`src/rtl/gpmc_pkg.sv`:
```
// gpmc_pkg: shared types, constants and the gf(2^8) multiply for the parity matrix coder
// no dependencies; imported by every module of the coder
`timescale 1ns / 1ps

package gpmc_pkg;

  // field geometry fixed by the beat formats
  localparam int LANE_BITS  = 8;
  localparam int DATA_LANES = 8;
  localparam int ROW_REGS   = 4;
  localparam logic [LANE_BITS-1:0] GF_POLY_LOW = 8'h1D;

  // configuration register indexes
  typedef enum logic [2:0] {
    REG_COEF_ROW0  = 3'd0,
    REG_COEF_ROW1  = 3'd1,
    REG_COEF_ROW2  = 3'd2,
    REG_COEF_ROW3  = 3'd3,
    REG_DATA_COUNT = 3'd4,
    REG_OUT_COUNT  = 3'd5
  } cfg_reg_e;

  // input beat: one byte column
  typedef struct packed {
    logic [DATA_LANES*LANE_BITS-1:0] data_column;
    logic                            last_column;
  } in_beat_t;

  // result beat: one byte per output row
  typedef struct packed {
    logic [ROW_REGS*LANE_BITS-1:0] parity_column;
    logic                          last_out;
  } out_beat_t;

  // what one cell hands to its neighbor each cycle
  typedef struct packed {
    logic                            valid;
    logic                            last;
    logic [DATA_LANES*LANE_BITS-1:0] column;
    logic [ROW_REGS*LANE_BITS-1:0]   acc;
  } cell_beat_t;

  // shift-and-reduce product with polynomial 0x11d
  function automatic logic [LANE_BITS-1:0] gf_mult(input logic [LANE_BITS-1:0] a,
                                                   input logic [LANE_BITS-1:0] b);
    logic [LANE_BITS-1:0] acc;
    logic [LANE_BITS-1:0] x;
    acc = '0;
    x   = a;
    for (int k = 0; k < LANE_BITS; k++) begin
      if (b[k]) acc = acc ^ x;
      if (x[LANE_BITS-1]) x = {x[LANE_BITS-2:0], 1'b0} ^ GF_POLY_LOW;
      else x = {x[LANE_BITS-2:0], 1'b0};
    end
    return acc;
  endfunction

endpackage

```
`src/rtl/gpmc_cell.sv`:
```
// gpmc_cell: one data shard stage of the coder chain
// folds the low byte of the column into every row accumulator; uses gpmc_pkg
`timescale 1ns / 1ps

module gpmc_cell import gpmc_pkg::*; (
  input  logic                                 clk,
  input  logic                                 rst_n,
  input  cell_beat_t                           up_i,
  input  logic [ROW_REGS-1:0][LANE_BITS-1:0]   coef_i,
  input  logic                                 lane_en_i,
  output cell_beat_t                           dn_o
);

  logic                            valid_r;
  logic                            last_r;
  logic [DATA_LANES*LANE_BITS-1:0] column_r;
  logic [ROW_REGS*LANE_BITS-1:0]   acc_r;
  logic [ROW_REGS*LANE_BITS-1:0]   acc_nxt;
  logic [LANE_BITS-1:0]            data_byte;

  // this cell's shard is the low byte of the column it receives
  assign data_byte = up_i.column[LANE_BITS-1:0];

  // accumulate one product per row, skipped for shards not in use
  always_comb begin
    acc_nxt = up_i.acc;
    for (int r = 0; r < ROW_REGS; r++) begin
      if (lane_en_i) begin
        acc_nxt[r*LANE_BITS +: LANE_BITS] = up_i.acc[r*LANE_BITS +: LANE_BITS]
                                            ^ gf_mult(coef_i[r], data_byte);
      end
    end
  end

  // beat valid flag
  always_ff @(posedge clk) begin
    if (!rst_n) begin
      valid_r <= 1'b0;
    end else begin
      valid_r <= up_i.valid;
    end
  end

  // payload, column shifted so the next shard sits low
  always_ff @(posedge clk) begin
    last_r   <= up_i.last;
    column_r <= {{LANE_BITS{1'b0}}, up_i.column[DATA_LANES*LANE_BITS-1:LANE_BITS]};
    acc_r    <= acc_nxt;
  end

  assign dn_o = '{valid: valid_r, last: last_r, column: column_r, acc: acc_r};

endmodule

```
`src/rtl/gf256_parity_matrix_coder.sv`:
```
// gf256_parity_matrix_coder: top level of the gf(2^8) parity matrix coder
// holds the configuration registers and the chain of gpmc_cell stages; uses gpmc_pkg
`timescale 1ns / 1ps

// One byte column is taken per clock whenever start is high and busy is low
// (busy is high only during reset). Each column runs through a chain of one
// cell per data shard, min(MAX_DATA, 8) cells, so its result appears on
// out_beat with out_valid high for one cycle once it has passed the register
// of every cell; results leave in order at one per cycle. There is no
// flow control on the result side: capture out_beat in the cycle out_valid is
// high. Load coef_row0..3, data_count and out_count only while no column is
// in flight.
module gf256_parity_matrix_coder import gpmc_pkg::*; #(
  parameter int MAX_DATA = 8,
  parameter int MAX_OUT  = 4
) (
  input  logic                            clk,
  input  logic                            rst_n,
  input  logic                            start,
  output logic                            busy,
  input  in_beat_t                        in_beat,
  output logic                            out_valid,
  output out_beat_t                       out_beat,
  input  logic                            cfg_we,
  input  logic [2:0]                      cfg_idx,
  input  logic [DATA_LANES*LANE_BITS-1:0] cfg_wdata
);

  localparam int NCELL = (MAX_DATA < DATA_LANES) ? MAX_DATA : DATA_LANES;
  localparam int NROW  = (MAX_OUT < ROW_REGS) ? MAX_OUT : ROW_REGS;
  localparam logic [3:0] NCELL_LIM = 4'(NCELL);
  localparam logic [2:0] NROW_LIM  = 3'(NROW);

  logic [ROW_REGS-1:0][DATA_LANES*LANE_BITS-1:0] coef_r;
  logic [3:0]                                    data_count_r;
  logic [2:0]                                    out_count_r;
  logic [3:0]                                    nd;
  logic [2:0]                                    no;
  cell_beat_t                                    chain [NCELL+1];

  // configuration write port
  always_ff @(posedge clk) begin
    if (!rst_n) begin
      coef_r       <= '0;
      data_count_r <= 4'd1;
      out_count_r  <= 3'd1;
    end else if (cfg_we) begin
      unique case (cfg_idx)
        REG_COEF_ROW0:  coef_r[0]    <= cfg_wdata;
        REG_COEF_ROW1:  coef_r[1]    <= cfg_wdata;
        REG_COEF_ROW2:  coef_r[2]    <= cfg_wdata;
        REG_COEF_ROW3:  coef_r[3]    <= cfg_wdata;
        REG_DATA_COUNT: data_count_r <= cfg_wdata[3:0];
        REG_OUT_COUNT:  out_count_r  <= cfg_wdata[2:0];
        default: ;
      endcase
    end
  end

  // saturate shard and row counts to what the chain holds
  assign nd = (data_count_r > NCELL_LIM) ? NCELL_LIM : data_count_r;
  assign no = (out_count_r > NROW_LIM) ? NROW_LIM : out_count_r;

  assign busy = !rst_n;

  // feed the head of the chain
  assign chain[0] = '{valid:  start && !busy,
                      last:   in_beat.last_column,
                      column: in_beat.data_column,
                      acc:    '0};

  // one cell per data shard
  for (genvar i = 0; i < NCELL; i++) begin : g_cell
    logic [ROW_REGS-1:0][LANE_BITS-1:0] cell_coef;
    for (genvar r = 0; r < ROW_REGS; r++) begin : g_coef
      assign cell_coef[r] = coef_r[r][i*LANE_BITS +: LANE_BITS];
    end
    gpmc_cell u_cell (
      .clk       (clk),
      .rst_n     (rst_n),
      .up_i      (chain[i]),
      .coef_i    (cell_coef),
      .lane_en_i (4'(i) < nd),
      .dn_o      (chain[i+1])
    );
  end

  // result beat, rows not in use forced to zero
  always_comb begin
    out_beat.last_out = chain[NCELL].last;
    for (int r = 0; r < ROW_REGS; r++) begin
      out_beat.parity_column[r*LANE_BITS +: LANE_BITS] =
        (3'(r) < no) ? chain[NCELL].acc[r*LANE_BITS +: LANE_BITS] : '0;
    end
  end

  assign out_valid = chain[NCELL].valid;

endmodule

```
`config.mk`:
```
export PLATFORM = sky130hd
export DESIGN_NAME = gf256_parity_matrix_coder
export DESIGN_NICKNAME = d
export VERILOG_FILES = /design/src/rtl/gpmc_pkg.sv /design/src/rtl/gpmc_cell.sv /design/src/rtl/gf256_parity_matrix_coder.sv
export SDC_FILE = /design/constraint.sdc
export NUM_CORES = 2
export LEC_CHECK = 0
export BUFFER_PORTS_ARGS = -buffer_cell sky130_fd_sc_hd__buf_2
export CAP_MARGIN = 25
export CORE_ASPECT_RATIO = 0.6
export CORE_MARGIN = 1.5
export CORE_UTILIZATION = 40
export DETAILED_ROUTE_END_ITERATION = 7
export SLEW_MARGIN = 20
export SYNTH_ARGS = -nofsm -noshare
export SYNTH_HDL_FRONTEND = slang
export SYNTH_SLANG_ARGS = --single-unit
```
`constraint.sdc`:
```
create_clock -name clk -period 2.3 [get_ports clk]
set_clock_uncertainty 0.05 [all_clocks]
set_input_delay 0 -clock clk [delete_from_list [all_inputs] [get_ports clk]]
set_output_delay 0 -clock clk [all_outputs]
set_load 0.01 [all_outputs]
```
==> metrics.md <==
| Metric | Value |
|---|---|
| Setup repair after global routing missed its margin | true |
| Number of sinks driven by the clock tree | 759 |
| Post-route minimum period | 2.301 ns |
| Power density of the placed cells | 555.1 nW/um2 |
| Number of global-route vias before repair | 52180 |
| Highest ir drop seen on vdd | 0.6127 mV |
| I/O pin count | 171 |
| Cts bufs inserted | 84 |
| Gate count of the mapped netlist | 8173 |
| Type of element launching the critical path | flip-flop |
| Fraction of the yosys area taken by sequential cells | 25.27% |
| Mapped cell area | 60130 um2 |
| Number of buffers between clock root and the deepest sink | 3 |
| Hold/Removal Path Class | in -> reg |
| Maximum operating frequency | 434.7 MHz |
| All-layer global routing usage | 27.64% |
| Dominant register cell in the synthesized netlist | sky130_fd_sc_hd__dfxtp_1 |
| Net switching power figure | 13690 uW |
| Largest net degree at the start of global routing | 65 |
| Fraction of power spent switching nets | 32.72% |
| Placed wire-length estimate | 158400 um |
| Period Utilization, post-route | 100.0% |
| Register share of total power | 39.5% |
| Average vias per placed instance | 5.252 |
| Die extent in x | 503.6 um |
| Post-synthesis area per instance | 7.357 um2 |
| Leading cell types by total area after synthesis | sky130_fd_sc_hd__xnor2_1, sky130_fd_sc_hd__dfxtp_1, sky130_fd_sc_hd__nand2_1 |
| Pleak | 0.02827 uW |
| H-tree lvl count | 3 |
| Average wire length per cell after detail routing | 20.19 um |
| Data arrival time of the critical path | 2.86 ns |
| Endpoint of the most critical setup path | g_cell[3].u_cell.acc_r[26] |
| Post-Route Setup TNS | -0.0006595 ns |
| R2r startpoint | coef_r[220] |
| Post-route ant nets | 0 |
| Area share of the leading cell type in the synthesized netlist | 25.63% |
| Fin. max-slew vios | 0 |
| Transition time at the pin with the least slew margin | 0.6564 ns |
| Vertical die dimension | 303.3 um |
| Reported max-cap violation count | 0 |
| Biggest area consumer among synthesized cells | sky130_fd_sc_hd__xnor2_1 |
| Number of remaining DRC errors | 0 |
| Clock root buffer | sky130_fd_sc_hd__clkbuf_16 |
| Floorplan core area | 148200 um2 |
| Via count of the routed design | 57130 |
| Setup-violating endpoint count in the final report | 1 |
| Worst Reg2Reg Path Length in Cells | 9 |
| FP Rows | 109 |
| Combinational power share | 25.3% |
| Count of buffers inserted at the top-level ports | 170 |
| Clock tree from TritonCTS | done |
| Post-CTS clock slew at the launch and capture registers of the worst setup and hold paths | 0.07 ns |
| Setup Crit Path Kind | reg -> reg |
| Relative slew slack | 56.19% |
| Yosys cell types | 61 |
| Final worst slack | -0.0006595 ns |
| Type of element capturing the critical path | flip-flop |
| Required @ worst endpoint | 2.86 ns |
| Iteration count of the initial detailed-routing pass | 7 |
| Async SR Flop Fraction | 0% |
| Congestion Overflow GR | 0 |
| Post-synth EDFFs | 0 |
| Timing startpoint of the critical path | coef_r[220] |
| Highest fanout seen on the critical path | 5 |
| Iter 0 DRT Violations | 6837 |
| Smallest hold slack | 0.06964 ns |
| Final Hold Viols | 0 |
| Critical R2R Capture | g_cell[3].u_cell.acc_r[26] |
| Gpl congestion | 0.9415 |
| Synthesis warning total | 0 |
| R2r setup slk | -0.0007 ns |
| Clock group share of total power | 35.2% |
| Detailed Route WL | 219600 um |
| Wire length of the first global-routing pass | 326500 um |
| Starting density of the core | 40.56% |
| Number of nets in the layout | 8946 |
| Number of nets in the synthesized netlist | 8309 |
| Latest clock arrival within the worst-skew pair | 0.72 ns |
| Number of antenna violations at the first check in global routing | 4 |
| Area of the die | 152700 um2 |
| Result of the run | finished with violations |
| Violated checks | setup timing |
| Number of synthesized register bits | 759 |
| Share of layout cells above drive strength 1 | 18.34% |
| Area Overhead vs Synth | 25.30% |
| Internal Dissipation | 28140 uW |
==> power by group through the flow <==
stage / Clock, uW / Combinational, uW / Sequential, uW
5_1_grt: 15600 / 11300 / 16600
4_1_cts: 15100 / 10100 / 16500
3_3_place_gp: 0 / 9650 / 16700
2_1_floorplan: 0 / 6490 / 15600
3_5_place_dp: 0 / 9730 / 16700
6_report: 14700 / 10600 / 16500
==> flip-flops by register name (all words and copies together), names as in the netlist <==
register and count:
out_count_r 3, data_count_r 4, g_cell.u_cell.column_r 224, g_cell.u_cell.last_r 8
g_cell.u_cell.valid_r 8, g_cell.u_cell.acc_r 256, coef_r 256
==> metal layers <==
layer | global-route usage (%) | share of wire, % | vias up
met4 | 6.549 | 2.3 | 2
met2 | 37.28 | 39 | 2893
li1 | - | - | 27020
met5 | 0 | 0.0050 | -
met3 | 5.275 | 11 | 274
met1 | 43.73 | 48 | 26940
==> layout by cell type, fill, tap and decap left out, drive strengths merged, types with 14 or more instances in the layout <==
cell type / instances
nand2b: 71
nand3: 92
mux2i: 42
dlygate4sd3: 191
inv: 106
buf: 1071
clkinv: 18
a211o: 14
a2bb2oi: 25
xor2: 752
o221ai: 45
o22ai: 35
nor3: 19
and3: 20
mux2: 33
and2: 19
nor2b: 53
xnor3: 29
o211ai: 24
clkbuf: 111
o21ai: 269
a22oi: 113
nor2: 318
a21oi: 456
a211oi: 40
xnor2: 1761
clkinvlp: 25
dfxtp: 759
nand2: 2229
==> metrics by stage <==
stage / total power (uW) / setup slack [ns] / utilization, % / std cells / area, um2
after global placement: 26390 / -0.2594 / 45.93 / 10490 / 68100
after CTS: 41660 / 0.0004670 / 49.41 / 10840 / 73250
after floorplan: 22140 / 0.02234 / - / 8173 / 60140
after detailed placement: 26450 / -0.2388 / 45.93 / 10490 / 68100
final: 41830 / -0.0006595 / 50.83 / 10880 / 75350
after global routing: 43440 / -0.04903 / 50.83 / 10880 / 75350
==> worst max-delay path, stage by stage, from the launching register on <==
cell and delay (ns):
sky130_fd_sc_hd__dfxtp_2 0.37, sky130_fd_sc_hd__xnor2_1 0.41, sky130_fd_sc_hd__xnor2_1 0.21, sky130_fd_sc_hd__nand2_1 0.10
sky130_fd_sc_hd__xnor2_1 0.14, sky130_fd_sc_hd__xnor2_1 0.23, sky130_fd_sc_hd__xnor2_1 0.11, sky130_fd_sc_hd__buf_4 0.13
sky130_fd_sc_hd__nor2_1 0.15, sky130_fd_sc_hd__xor2_2 0.31
==> worst min-delay path by stage <==
stage	startpoint	end	slack (ns)	cells after the start
floorplan	in_beat[9]	g_cell[0].u_cell.column_r[0]	-0.02	0
detailed placement	in_beat[17]	g_cell[0].u_cell.column_r[8]	0.05	1
CTS	in_beat[4]	g_cell[0].u_cell.acc_r[5]	0.01	6
global placement	in_beat[22]	g_cell[0].u_cell.column_r[13]	0.05	1
finish	in_beat[4]	g_cell[0].u_cell.acc_r[5]	0.07	6
global route	in_beat[4]	g_cell[0].u_cell.acc_r[5]	0.09	6
==> cell type report <==
| type | count | area [um2] |
|---|---|---|
| Inverter | 108 | 439.2 |
| Tap cell | 1998 | 2500 |
| Sequential cell | 759 | 15410 |
| Multi-Input combinational cell | 6587 | 43410 |
| Clock buffer | 104 | 2341 |
| Fill cell | 14300 | 72900 |
| Timing Repair Buffer | 1270 | 10670 |
| Clock inverter | 50 | 579.3 |
| Antenna cell | 1 | 2.502 |
==> kinds of logic (layout without fill, tap and decap cells) <==
kind of cell	after synthesis	after routing	share of synthesized area, %
simple gates	2854	2854	18.91
mux	75	75	1.317
flops	759	759	25.27
other cells	0	1	0
xor+xnor	2553	2553	38.15
compound gates	1105	1105	11.01
buf+inv	827	1532	5.350
==> cell usage after synthesis, types with 71 or more instances <==
| cell | number |
|---|---|
| sky130_fd_sc_hd__nand3_1 | 92 |
| sky130_fd_sc_hd__buf_1 | 147 |
| sky130_fd_sc_hd__a22oi_1 | 113 |
| sky130_fd_sc_hd__clkbuf_1 | 501 |
| sky130_fd_sc_hd__nand2_1 | 2229 |
| sky130_fd_sc_hd__a21oi_1 | 456 |
| sky130_fd_sc_hd__o21ai_0 | 269 |
| sky130_fd_sc_hd__nand2b_1 | 71 |
| sky130_fd_sc_hd__nor2_1 | 318 |
| sky130_fd_sc_hd__xor2_1 | 751 |
| sky130_fd_sc_hd__inv_1 | 100 |
| sky130_fd_sc_hd__dfxtp_1 | 759 |
| sky130_fd_sc_hd__xnor2_1 | 1760 |
==> what timing repair did <==
action / CTS / global route
setup buffers: 1 / 31
cloned: 1 / 7
resized for setup: 64 / 350
pin swaps: 9 / 56
hold buffers: 191 / 0
endpoints found under the setup margin: 69 / 169
endpoints found under the hold margin: 342 / 0
(Power assumes the default switching activity.)
